File: src/rtl/core/tfnt_pkg.sv
// ----------------------------------------------------------------------------
// Triangle face normal and tangent: shared package
// Constants, widths, command and status types used by the controller,
// the datapath and the top level.
// ----------------------------------------------------------------------------
package tfnt_pkg;

  localparam int OUT_FRAC_BITS_DEF = 14;

  localparam int POS_W   = 32;
  localparam int EDGE_W  = 33;
  localparam int PROD_W  = 66;
  localparam int ACC_W   = 67;
  localparam int NORM_W  = 30;
  localparam int SQ_W    = 62;
  localparam int LEN_W   = 32;
  localparam int DIV_W   = 62;
  localparam int OUT_W   = 16;

  localparam int MUL_STEPS  = 14;
  localparam int SQ_STEPS   = 3;
  localparam int SQRT_ITERS = 31;
  localparam int CNT_W      = 6;

  localparam logic [SQ_W-1:0] SQRT_BIT0 = {2'b01, {(SQ_W-2){1'b0}}};

  localparam logic [1:0] CORNER_LAST = 2'd2;

  localparam logic [1:0] MK_NONE   = 2'd0;
  localparam logic [1:0] MK_CROSS  = 2'd1;
  localparam logic [1:0] MK_SQUARE = 2'd2;

  localparam logic VSEL_NORMAL  = 1'b0;
  localparam logic VSEL_TANGENT = 1'b1;

  typedef struct packed {
    logic       hold_wr;
    logic       load;
    logic       mul_go;
    logic [3:0] mul_step;
    logic       vsel;
    logic       nload;
    logic       shift;
    logic       sq_go;
    logic [1:0] sq_idx;
    logic       sqrt_init;
    logic       sqrt_step;
    logic       div_init;
    logic       div_step;
    logic [1:0] comp;
    logic       comp_wr;
    logic       zero_vec;
    logic       publish;
  } tfnt_cmd_t;

  typedef struct packed {
    logic det_zero;
    logic vec_zero;
    logic vec_top;
  } tfnt_status_t;

endpackage

File: src/rtl/core/tfnt_ctrl.sv
// ----------------------------------------------------------------------------
// Triangle face normal and tangent: controller
// Sequences the multiplier, the normalizer, the square root and the divider
// for the normal and then the tangent, and owns both handshakes.
// ----------------------------------------------------------------------------
module tfnt_ctrl #(
  parameter int OUT_FRAC_BITS = tfnt_pkg::OUT_FRAC_BITS_DEF
) (
  input  logic                    clk,
  input  logic                    rst_n,
  input  logic                    in_valid,
  output logic                    in_stall,
  input  logic [1:0]              in_corner,
  output logic                    out_valid,
  input  logic                    out_stall,
  input  tfnt_pkg::tfnt_status_t  status,
  output tfnt_pkg::tfnt_cmd_t     cmd
);

  localparam int CW = tfnt_pkg::CNT_W;

  localparam logic [3:0] ST_IDLE      = 4'd0;
  localparam logic [3:0] ST_MUL       = 4'd1;
  localparam logic [3:0] ST_NLOAD     = 4'd2;
  localparam logic [3:0] ST_NSHIFT    = 4'd3;
  localparam logic [3:0] ST_SQ        = 4'd4;
  localparam logic [3:0] ST_SQRT_INIT = 4'd5;
  localparam logic [3:0] ST_SQRT      = 4'd6;
  localparam logic [3:0] ST_DIV_INIT  = 4'd7;
  localparam logic [3:0] ST_DIV       = 4'd8;
  localparam logic [3:0] ST_DIV_WR    = 4'd9;
  localparam logic [3:0] ST_NEXTV     = 4'd10;
  localparam logic [3:0] ST_OUT       = 4'd11;

  logic [3:0]    state_r, state_nxt;
  logic [CW-1:0] cnt_r, cnt_nxt;
  logic          vsel_r, vsel_nxt;
  logic [1:0]    comp_r, comp_nxt;
  logic          out_valid_r, out_valid_nxt;

  assign in_stall  = (state_r != ST_IDLE);
  assign out_valid = out_valid_r;

  always_comb begin
    state_nxt = state_r;
    cnt_nxt   = cnt_r;
    vsel_nxt  = vsel_r;
    comp_nxt  = comp_r;
    cmd       = '0;
    cmd.vsel  = vsel_r;
    cmd.comp  = comp_r;
    case (state_r)
      ST_IDLE: begin
        if (in_valid) begin
          if (in_corner < tfnt_pkg::CORNER_LAST) begin
            cmd.hold_wr = 1'b1;
          end else if (in_corner == tfnt_pkg::CORNER_LAST) begin
            cmd.load  = 1'b1;
            cnt_nxt   = '0;
            state_nxt = ST_MUL;
          end
        end
      end
      ST_MUL: begin
        cnt_nxt = cnt_r + 1'b1;
        if (cnt_r < CW'(tfnt_pkg::MUL_STEPS)) begin
          cmd.mul_go   = 1'b1;
          cmd.mul_step = cnt_r[3:0];
        end else begin
          vsel_nxt  = tfnt_pkg::VSEL_NORMAL;
          state_nxt = ST_NLOAD;
        end
      end
      ST_NLOAD: begin
        cmd.nload = 1'b1;
        state_nxt = ST_NSHIFT;
      end
      ST_NSHIFT: begin
        if (status.vec_zero) begin
          cmd.zero_vec = 1'b1;
          state_nxt    = ST_NEXTV;
        end else if (status.vec_top) begin
          cnt_nxt   = '0;
          state_nxt = ST_SQ;
        end else begin
          cmd.shift = 1'b1;
        end
      end
      ST_SQ: begin
        cnt_nxt = cnt_r + 1'b1;
        if (cnt_r < CW'(tfnt_pkg::SQ_STEPS)) begin
          cmd.sq_go  = 1'b1;
          cmd.sq_idx = cnt_r[1:0];
        end else begin
          state_nxt = ST_SQRT_INIT;
        end
      end
      ST_SQRT_INIT: begin
        cmd.sqrt_init = 1'b1;
        cnt_nxt       = '0;
        state_nxt     = ST_SQRT;
      end
      ST_SQRT: begin
        cmd.sqrt_step = 1'b1;
        cnt_nxt       = cnt_r + 1'b1;
        if (cnt_r == CW'(tfnt_pkg::SQRT_ITERS - 1)) begin
          comp_nxt  = '0;
          state_nxt = ST_DIV_INIT;
        end
      end
      ST_DIV_INIT: begin
        cmd.div_init = 1'b1;
        cnt_nxt      = '0;
        state_nxt    = ST_DIV;
      end
      ST_DIV: begin
        cmd.div_step = 1'b1;
        cnt_nxt      = cnt_r + 1'b1;
        if (cnt_r == CW'(OUT_FRAC_BITS)) begin
          state_nxt = ST_DIV_WR;
        end
      end
      ST_DIV_WR: begin
        cmd.comp_wr = 1'b1;
        if (comp_r == 2'd2) begin
          state_nxt = ST_NEXTV;
        end else begin
          comp_nxt  = comp_r + 1'b1;
          state_nxt = ST_DIV_INIT;
        end
      end
      ST_NEXTV: begin
        if (vsel_r == tfnt_pkg::VSEL_NORMAL) begin
          if (status.det_zero) begin
            cmd.vsel     = tfnt_pkg::VSEL_TANGENT;
            cmd.zero_vec = 1'b1;
            state_nxt    = ST_OUT;
          end else begin
            vsel_nxt  = tfnt_pkg::VSEL_TANGENT;
            state_nxt = ST_NLOAD;
          end
        end else begin
          state_nxt = ST_OUT;
        end
      end
      ST_OUT: begin
        if (!out_valid_r || !out_stall) begin
          cmd.publish = 1'b1;
          state_nxt   = ST_IDLE;
        end
      end
      default: begin
        state_nxt = ST_IDLE;
      end
    endcase
  end

  always_comb begin
    out_valid_nxt = out_valid_r;
    if (cmd.publish) begin
      out_valid_nxt = 1'b1;
    end else if (out_valid_r && !out_stall) begin
      out_valid_nxt = 1'b0;
    end
  end

  always_ff @(posedge clk) begin
    if (!rst_n) begin
      state_r     <= ST_IDLE;
      cnt_r       <= '0;
      vsel_r      <= tfnt_pkg::VSEL_NORMAL;
      comp_r      <= '0;
      out_valid_r <= 1'b0;
    end else begin
      state_r     <= state_nxt;
      cnt_r       <= cnt_nxt;
      vsel_r      <= vsel_nxt;
      comp_r      <= comp_nxt;
      out_valid_r <= out_valid_nxt;
    end
  end

  a_start: assert property (@(posedge clk) disable iff (!rst_n)
    in_valid && !in_stall && (in_corner == tfnt_pkg::CORNER_LAST) |=> state_r == ST_MUL)
    else $error("Completing corner did not start the multiply sequence.");

  a_div_cnt: assert property (@(posedge clk) disable iff (!rst_n)
    state_r == ST_DIV |-> cnt_r <= CW'(OUT_FRAC_BITS))
    else $error("Divider ran past its last quotient bit.");

  a_publish: assert property (@(posedge clk) disable iff (!rst_n)
    cmd.publish |=> out_valid_r)
    else $error("Published result is not offered.");

  a_hold: assert property (@(posedge clk) disable iff (!rst_n)
    state_r == ST_OUT && out_valid_r && out_stall |=> state_r == ST_OUT)
    else $error("New result overwrote a stalled result.");

endmodule

File: config.mk
export PLATFORM = sky130hd
export DESIGN_NAME = tfnt_ctrl
export DESIGN_NICKNAME = d
export VERILOG_FILES = /design/src/rtl/core/tfnt_pkg.sv /design/src/rtl/core/tfnt_ctrl.sv
export SDC_FILE = /design/constraint.sdc
export NUM_CORES = 1
export LEC_CHECK = 0
export BUFFER_PORTS_ARGS = -buffer_cell sky130_fd_sc_hd__buf_4
export CAP_MARGIN = 20
export CORE_UTILIZATION = 58
export CTS_BUF_LIST = sky130_fd_sc_hd__clkbuf_8
export DETAILED_ROUTE_END_ITERATION = 10
export HOLD_SLACK_MARGIN = 0.03
export PLACE_DENSITY = 0.95
export SETUP_SLACK_MARGIN = 0.05
export SLEW_MARGIN = 30
export SYNTH_ARGS = -nofsm -noshare
export SYNTH_HDL_FRONTEND = slang
export SYNTH_SLANG_ARGS = --single-unit
File: constraint.sdc
create_clock -name clk -period 3.73 [get_ports clk]
set_input_delay 0.373 -clock clk [delete_from_list [all_inputs] [get_ports clk]]
set_output_delay 0.373 -clock clk [all_outputs]
set_load 0.005 [all_outputs]
==> results of run 1 <==
==> cells in the final DEF, fill, tap and decap left out, drive strengths merged, types with 3 or more instances in the layout <==
cell type,n
nand2b,7
a311oi,4
nand2,15
o21ai,9
clkbuf,4
ha,3
inv,7
mux2i,3
nor3,7
buf,32
nand3,4
nor3b,4
nor2b,4
and2,5
a21oi,8
dfxtp,14
nor2,16
==> worst reg2reg max path: cells and delay by family (launching register included) <==
kind / cells / cell delay, ns
AOI/OAI and AO/OA: 4 / 0.96
DFF: 1 / 0.61
and+or+nand+nor: 1 / 0.42
==> stage by stage <==
stage	area [um^2]	hold WS, ns
after floorplan	1160	0.484
after global placement	1350	0.481
after detailed placement	1350	0.496
after CTS	1410	0.418
after global routing	1410	0.427
final	1410	0.423
==> kinds of logic after synthesis <==
family	after synthesis	synth area share, %
flip-flops	14	24.2
multiplexers	3	2.60
AND/OR/NAND/NOR	80	38.5
buffers and inverters	18	8.77
adder cells (fa/ha/maj)	3	3.25
AO/OA/AOI/OAI	37	22.6
==> state kept, by name (all words and copies together) (netlist names) <==
register   count
cnt_r          6
comp_r         2
out_valid      1
state_r        4
vsel_r         1
==> per-layer routing <==
layer | GRT usage, % | up-vias | part of all wire (%)
met3 | 7.84 | 10 | 7.7
met4 | 13.7 | 0 | 2.3
met2 | 49.2 | 72 | 47
met1 | 37.8 | 573 | 43
met5 | 0 | - | 0
li1 | - | 613 | -
==> worst max path at each step <==
stage	slack [ns]	cells past startpoint	endpoint	startpoint
after global placement	1.81	5	cnt_r[3]$_SDFFE_PN0P_	state_r[3]$_SDFFE_PN0P_
after floorplan	1.92	6	state_r[1]$_SDFFE_PN0P_	cnt_r[2]$_SDFFE_PN0P_
final	1.46	5	cmd[18]	state_r[0]$_SDFFE_PN0P_
after detailed placement	1.73	5	cnt_r[3]$_SDFFE_PN0P_	state_r[3]$_SDFFE_PN0P_
after global routing	1.40	5	cmd[18]	state_r[0]$_SDFFE_PN0P_
after CTS	1.51	5	cmd[18]	state_r[0]$_SDFFE_PN0P_
==> power groups by stage <==
stage	sequential, W	combinational (W)	clock [W]
5_1_grt	0.000230	0.000407	0.000157
3_3_place_gp	0.000223	0.000349	0
3_5_place_dp	0.000224	0.000361	0
4_1_cts	0.000222	0.000366	0.000154
2_1_floorplan	0.000193	0.000305	0
6_report	0.000225	0.000373	0.000153
==> final cells by class <==
type,count,area [um^2],area share (%)
Inverter,7,26.3,1.87
Tap cell,25,31.3,2.22
Timing Repair Buffer,32,240,17.1
Sequential cell,14,280,19.9
Multi-Input combinational cell,123,774,55.0
Clock buffer,4,55.1,3.91
==> results.yml, run 1 <==
logic_synthesis:
  synth.most_common_cell: "nor2_1"
  ys_warn_count: 0
  synth_area_leader_cell: "dfxtp_1"
  netlist_area_um2: 1160
  postSynthAreaPerCell_um2: 7.46
  synthArstFlopShare_pct: 0
  synth.area.top_cells: "dfxtp_1 (24%), nor2_1 (5.2%), nand2_1 (4.9%)"
  synth_edf_count: 0
  netlist.area_leader.share_pct: 24.2
  synth_seq_cells: 14
  ys_seq_area_share_pct: 24.2
  ys.flop_type: "dfxtp_1"
  synth_nets: 167
  synth_cells: 155
  synth_common_cells: "nor2_1 (16), nand2_1 (15), dfxtp_1 (14)"
  synth.distinct_cells: 46
grt:
  grt_use_total_pct: 30.5
  grt_max_degree: 19
  grt_pass1_wl_mm: 4.68
  antenna_found_initial: 0
  overflow: 0
  grt_pass1_vias: 1076
worst_setup_path:
  cp-start-kind: "register"
  cp_common_cell: "nand2b_1"
  rr_endpoint: "cnt_r[3]$_SDFFE_PN0P_"
  crit_type: "reg -> out"
  critPathSlowestCell: "dfxtp_1"
  r2r-start: "state_r[3]$_SDFFE_PN0P_"
  arrival_ns: 1.90
  crit_family: "simple AND/OR/NAND/NOR gates"
  required_ns: 3.36
  cpPeakStageDelay_ns: 0.59
  worstPathBufferInverterCount: 1
  r2r_slack_ns: 1.65
  worstPathCellList: "nand2b_1, nand2b_1, nor2_1, and2_1, buf_4"
  r2r_cells: 5
  endpoint_kind: "output port"
  critPathMaxFanout: 13
place:
  io_buffer_count: 32
  dpl.cell_count: 201
  gp_congestion: 0.892
  hpwl_mm: 2.22
  dp_slack_ns: 1.73
clock_tree:
  cts-resized-gates: 0
  postCtsHoldBufs: 0
  cts_tree: "done"
  cts_sinks: 14
  cts-buffers-inserted: 3
  clk_pin_slew_ns: 0.07
  h-tree-depth: 1
  post-cts-setup-buffer-count: 0
  clockBufferDepth: 2
  clock_latency_ns: 0.25
  cts_root_buf: "clkbuf_8"
pwr:
  cellPowerDensity_nw_per_um2: 534
  power_w: 0.000751
  p_seq_share_pct: 30.0
  p_switching_w: 0.000325
  p_leak_nw: 0.569
  sw_frac_of_total_pct: 43.3
  internal-power_w: 0.000426
  vdd_drop_max_v: 0.000368
  combinationalPowerShare_pct: 49.6
  pwr-share-clk_pct: 20.4
sta:
  max_slew.worst_pin.slew_ns: 0.577
  clock-skew-final_ns: 0.00785
  period_minus_slack_ns: 2.27
  worst_slack_ns: 1.46
  fmax_mhz: 440
  max_slew_margin_pct: 61.0
  hold_violations: 0
  tns_ns: 0
  rsz0062_at_grt: "false"
  setup_viol: 0
  finalCritPeriodShare_pct: 60.9
  slew_viol_final: 0
drt:
  wirelength_mm: 3.13
  drt_iter0_drc: 50
  antenna_left: 0
  drt_pass1_iterations: 5
  route.detailed.drc: 0
  viasPerCell: 6.19
  num_vias: 1268
  routedWlPerCell_um: 15.3
die:
  num_io_pins: 33
  die_y_um: 46.6
  dieArea_um2: 2180
  start_util_pct: 64.2
  core_area_um2: 1800
  fp.dieW_um: 46.6
  rows: 15
hold_path:
  min_path_cells: 2
  min_from: "rst_n"
  worstHoldPathType: "in -> reg"
  holdPathEnd: "cnt_r[1]$_SDFFE_PN0P_"
flow_run:
  cap_violations: 0
cells_and_area:
  fin_nets: 193
  num_antenna_cells: 0
  finalCoreUtilization_pct: 78.1
  n_fill_cell: 136
  drive_gt1_share_pct: 24.4
  layoutNonFillerInstCount: 205
  area_delta_synth_final_pct: 21.8
status:
  status: "finished, final reports clean"
Note: power is estimated with default switching activity, not from simulation.
==> inputs of run 2 (changes only) <==
--- a/config.mk
+++ b/config.mk
@@ -7,11 +7,11 @@
 export LEC_CHECK = 0
 export BUFFER_PORTS_ARGS = -buffer_cell sky130_fd_sc_hd__buf_4
 export CAP_MARGIN = 20
-export CORE_UTILIZATION = 58
+export CORE_UTILIZATION = 53
 export CTS_BUF_LIST = sky130_fd_sc_hd__clkbuf_8
 export DETAILED_ROUTE_END_ITERATION = 10
 export HOLD_SLACK_MARGIN = 0.03
-export PLACE_DENSITY = 0.95
+export PLACE_DENSITY = 0.9
 export SETUP_SLACK_MARGIN = 0.05
 export SLEW_MARGIN = 30
 export SYNTH_ARGS = -nofsm -noshare
==> constraint.sdc (replaced) <==
create_clock -name clk -period 2.4 [get_ports clk]
set_input_delay 0.24 -clock clk [delete_from_list [all_inputs] [get_ports clk]]
set_output_delay 0.24 -clock clk [all_outputs]
set_load 0.005 [all_outputs]
==> results.yml, run 2 (synthesis gave the netlist of run 1 again) <==
status:
  status: "finished, final reports clean"
worst_setup_path:
  required_ns: 2.57
  cpPeakStageDelay_ns: 0.66
  arrival_ns: 2.25
  endpoint_kind: "register"
  worstPathBufferInverterCount: 0
  worstPathCellList: "nor4bb_1, o21ai_0, nor4b_2, nand2_1, mux2i_1"
  rr_endpoint: "state_r[3]$_SDFFE_PN0P_"
  startpoint: "state_r[2]$_SDFFE_PN0P_"
  critPathSlowestCell: "dfxtp_1"
  r2r_slack_ns: 0.32
  cp-start-kind: "register"
  critPathMaxFanout: 18
  crit_type: "reg -> reg"
  r2r_cells: 5
  crit_family: "simple AND/OR/NAND/NOR gates"
  crit_cells: 5
  crit_end: "state_r[3]$_SDFFE_PN0P_"
  r2r-start: "state_r[2]$_SDFFE_PN0P_"
pwr:
  cellPowerDensity_nw_per_um2: 799
  vdd_drop_max_v: 0.000509
  p_leak_nw: 0.562
grt:
  overflow: 0
  grt_pass1_wl_mm: 5.20
  antenna_found_initial: 0
  grt_max_degree: 19
  grt_pass1_vias: 1169
  grt_use_total_pct: 27.2
cells_and_area:
  n_fill_cell: 163
  largest_register_ffs: 6
  most-common-layout-cells: "buf_4 (32), nor2_1 (16), nand2_1 (15), dfxtp_1 (14)"
  register_area_um2: 280
  regMostFlops: "cnt_r"
  num_antenna_cells: 0
  multi_input_comb_area_um2: 774
  fin_nets: 193
  finalCoreUtilization_pct: 69.8
  final_common_cell: "buf_4"
  area_delta_synth_final_pct: 20.8
  top_regs: "cnt_r: 6 flops, state_r: 4 flops, comp_r: 2 flops"
  drive_gt1_share_pct: 24.0
drt:
  route.detailed.drc: 0
  num_vias: 1304
  routedWlPerCell_um: 15.5
  viasPerCell: 6.33
  drt_pass1_iterations: 5
  antenna_left: 0
  drt_iter0_drc: 79
  wirelength_mm: 3.19
clock_tree:
  post-cts-setup-buffer-count: 0
  cts-buffers-inserted: 3
  cts-resized-gates: 0
  cts_sinks: 14
  clockBufferDepth: 2
  h-tree-depth: 1
  cts_root_buf: "clkbuf_8"
  clk_pin_slew_ns: 0.06
  cts_tree: "done"
  clock_latency_ns: 0.24
  postCtsHoldBufs: 0
place:
  hpwl_mm: 2.24
  io_buffer_count: 32
  gp_congestion: 0.954
sta:
  tns_ns: 0
  finalCritPeriodShare_pct: 86.6
  period_minus_slack_ns: 2.08
  setup_viol: 0
  max_slew_margin_pct: 63.8
  hold_violations: 0
  slew_viol_final: 0
  max_slew.worst_pin.slew_ns: 0.542
  fmax_mhz: 481
  clock-skew-final_ns: 0.00143
  rsz0062_at_grt: "false"
  holdWs_ns: 0.297
hold_path:
  worstHoldPathType: "in -> reg"
  min_path_cells: 3
die:
  num_io_pins: 33
  core_area_um2: 2000
  dieArea_um2: 2370
  start_util_pct: 57.8
  rows: 16
  fp.dieW_um: 48.7
  die_y_um: 48.7
flow_run:
  cap_violations: 0
run 2: cell types whose count changed in the layout (fill, tap and decap cells not counted), sizes merged:
cell	previous run	this run
clkbuf	4	3
run 2: worst reg2reg max path, delay by kind of cell, from the launching register on:
kind / cells / cell delay [ns]
flops: 1 / 0.66
compound gates: 1 / 0.19
mux: 1 / 0.20
simple gates: 3 / 0.96
run 2: report_power, final:
| group | internal, W | leakage [nW] | switching (W) |
|---|---|---|---|
| sequential | 0.000262 | 0.113 | 0.0000909 |
| combinational | 0.000253 | 0.427 | 0.000314 |
| clock | 0.000111 | 0.0216 | 0.0000837 |
| total | 0.000627 | 0.562 | 0.000489 |
run 2: how the worst min path moves through the flow:
stage / from / slack [ns] / to
2_1_floorplan: out_stall / 0.41 / out_valid$_SDFFE_PN0P_
3_3_place_gp: out_valid$_SDFFE_PN0P_ / 0.50 / out_valid$_SDFFE_PN0P_
3_5_place_dp: out_valid$_SDFFE_PN0P_ / 0.50 / out_valid$_SDFFE_PN0P_
4_1_cts: out_stall / 0.30 / out_valid$_SDFFE_PN0P_
5_1_grt: rst_n / 0.32 / cnt_r[1]$_SDFFE_PN0P_
6_report: out_stall / 0.30 / out_valid$_SDFFE_PN0P_
run 2: metal layers:
metal	wire [um]	track usage [%]	share of wire [%]
met1	1280	34.2	40
met2	1660	49.5	52
met3	214	2.52	6.7
met4	34	6.37	1.1
met5	0	0	0
run 2: area by class of cell:
type	instances	share of cell area, %
inverters	7	1.88
flip-flops and latches	14	20.1
clock buffers	3	2.96
well taps	27	2.42
repair buffers	32	17.2
multi-input cells	123	55.5
run 2: metrics by stage:
step | area [um^2] | setup slack (ns) | cells | power [W]
global placement | 1360 | 0.411 | 203 | 0.000888
finish | 1400 | 0.323 | 206 | 0.00112
global route | 1400 | 0.119 | 206 | 0.00119
floorplan | 1160 | 0.591 | 155 | 0.000774
CTS | 1400 | 0.346 | 206 | 0.00111
detailed placement | 1360 | 0.370 | 203 | 0.000908
==> inputs of run 3 (changes only) <==
--- a/config.mk
+++ b/config.mk
@@ -7,11 +7,11 @@
 export LEC_CHECK = 0
 export BUFFER_PORTS_ARGS = -buffer_cell sky130_fd_sc_hd__buf_4
 export CAP_MARGIN = 20
-export CORE_UTILIZATION = 53
+export CORE_UTILIZATION = 45
 export CTS_BUF_LIST = sky130_fd_sc_hd__clkbuf_8
 export DETAILED_ROUTE_END_ITERATION = 10
 export HOLD_SLACK_MARGIN = 0.03
-export PLACE_DENSITY = 0.9
+export PLACE_DENSITY = 0.8
 export SETUP_SLACK_MARGIN = 0.05
 export SLEW_MARGIN = 30
 export SYNTH_ARGS = -nofsm -noshare
==> results.yml, run 3 (synthesis gave the netlist of run 1 again) <==
cells_and_area:
  multi_input_comb_area_um2: 774
  num_antenna_cells: 0
  top_regs: "cnt_r: 6 flops, state_r: 4 flops, comp_r: 2 flops"
  fin_nets: 193
  largest_register_ffs: 6
  regMostFlops: "cnt_r"
  area_delta_synth_final_pct: 22.3
  final_common_cell: "buf_4"
  register_area_um2: 280
  drive_gt1_share_pct: 24.4
  stdcell_area_um2: 1410
  n_fill_cell: 250
  most-common-layout-cells: "buf_4 (32), nor2_1 (16), nand2_1 (15), dfxtp_1 (14)"
clock_tree:
  cts-buffers-inserted: 3
  clockBufferDepth: 2
  clock_latency_ns: 0.25
  cts_sinks: 14
  cts_tree: "done"
  postCtsHoldBufs: 0
  cts-resized-gates: 0
  cts_root_buf: "clkbuf_8"
  clk_pin_slew_ns: 0.06
  h-tree-depth: 1
  post-cts-setup-buffer-count: 0
sta:
  hold_violations: 0
  rsz0062_at_grt: "false"
  slew_viol_final: 0
  tns_ns: 0
  max_slew.worst_pin.slew_ns: 0.569
  setup_viol: 0
  period_minus_slack_ns: 2.21
  max_slew_margin_pct: 61.6
  fmax_mhz: 452
  finalCritPeriodShare_pct: 92.3
  clock-skew-final_ns: 0.00103
place:
  hpwl_mm: 2.28
  io_buffer_count: 32
  gp_congestion: 0.899
  placed_cell_area_um2: 1360
die:
  rows: 18
  start_util_pct: 47.1
  num_io_pins: 33
  fp.dieW_um: 52.7
  core_area_um2: 2450
  die_y_um: 52.7
  dieArea_um2: 2780
grt:
  grt_pass1_wl_mm: 5.15
  grt_use_total_pct: 25.3
  overflow: 0
  antenna_found_initial: 0
  grt_pass1_vias: 1177
  grt_max_degree: 19
pwr:
  p_leak_nw: 0.569
  p_switching_w: 0.000500
  vdd_drop_max_v: 0.000406
  combinationalPowerShare_pct: 49.4
  sw_frac_of_total_pct: 43.1
  internal-power_w: 0.000661
  p_seq_share_pct: 30.0
  cellPowerDensity_nw_per_um2: 822
  pwr-share-clk_pct: 20.6
drt:
  drt_pass1_iterations: 4
  drt_iter0_drc: 47
  antenna_left: 0
  num_vias: 1276
  wirelength_mm: 3.17
  viasPerCell: 6.08
  routedWlPerCell_um: 15.1
  route.detailed.drc: 0
worst_setup_path:
  cp-start-kind: "register"
  r2r_slack_ns: 0.19
  required_ns: 2.58
  arrival_ns: 2.40
  critPathMaxFanout: 18
  crit_type: "reg -> reg"
  endpoint_kind: "register"
status:
  status: "finished, final reports clean"
hold_path:
  worstHoldPathType: "in -> reg"
flow_run:
  cap_violations: 0
[run 3: critical path, stage by stage, from the launching register on]
cell and delay [ns]:
dfxtp_1 0.67, nor4bb_1 0.61, o21ai_0 0.21, nor4b_2 0.22, nand2_1 0.23, mux2i_1 0.21
[run 3: final cells by class]
cell class	instances	share of cell area, %
Timing Repair Buffer	32	17.0
Sequential cell	14	19.8
Inverter	7	1.86
Clock buffer	4	3.89
Multi-Input combinational cell	123	54.8
Tap cell	30	2.65
[run 3: routing by layer]
| metal | routed length (um) | track usage (%) |
|---|---|---|
| met3 | 228 | 3.77 |
| met2 | 1580 | 42.0 |
| met1 | 1310 | 31.0 |
| met5 | 0 | 0 |
| met4 | 53 | 13.6 |
[run 3: path summary, 6_finish.rpt]
check                                               end                     from  depth (start not counted)
worst max-delay path            state_r[2]$_SDFFE_PN0P_  state_r[2]$_SDFFE_PN0P_                          5
worst max register to register  state_r[2]$_SDFFE_PN0P_  state_r[2]$_SDFFE_PN0P_                          5
worst min register to register   out_valid$_SDFFE_PN0P_   out_valid$_SDFFE_PN0P_                          2
worst min-delay path             out_valid$_SDFFE_PN0P_                out_stall                          3
[run 3: power by group through the flow]
| stage | registers (W) | logic, W | clock network (W) |
|---|---|---|---|
| 2_1_floorplan | 0.000299 | 0.000474 | 0 |
| 3_3_place_gp | 0.000345 | 0.000547 | 0 |
| 3_5_place_dp | 0.000348 | 0.000564 | 0 |
| 4_1_cts | 0.000344 | 0.000568 | 0.000242 |
| 5_1_grt | 0.000361 | 0.000627 | 0.000248 |
| 6_report | 0.000349 | 0.000574 | 0.000239 |
[run 3: through the flow]
| step | std cells | total power [W] | hold slack [ns] | utilization, % | setup WS [ns] |
|---|---|---|---|---|---|
| final | 210 | 0.00116 | 0.277 | 57.6 | 0.185 |
| after global routing | 210 | 0.00124 | 0.299 | 57.6 | 0.132 |
| after CTS | 210 | 0.00115 | 0.281 | 57.6 | 0.289 |
| after detailed placement | 206 | 0.000912 | 0.501 | 55.4 | 0.320 |
| after global placement | 206 | 0.000892 | 0.491 | 55.4 | 0.425 |
| after floorplan | 155 | 0.000774 | 0.406 | - | 0.591 |
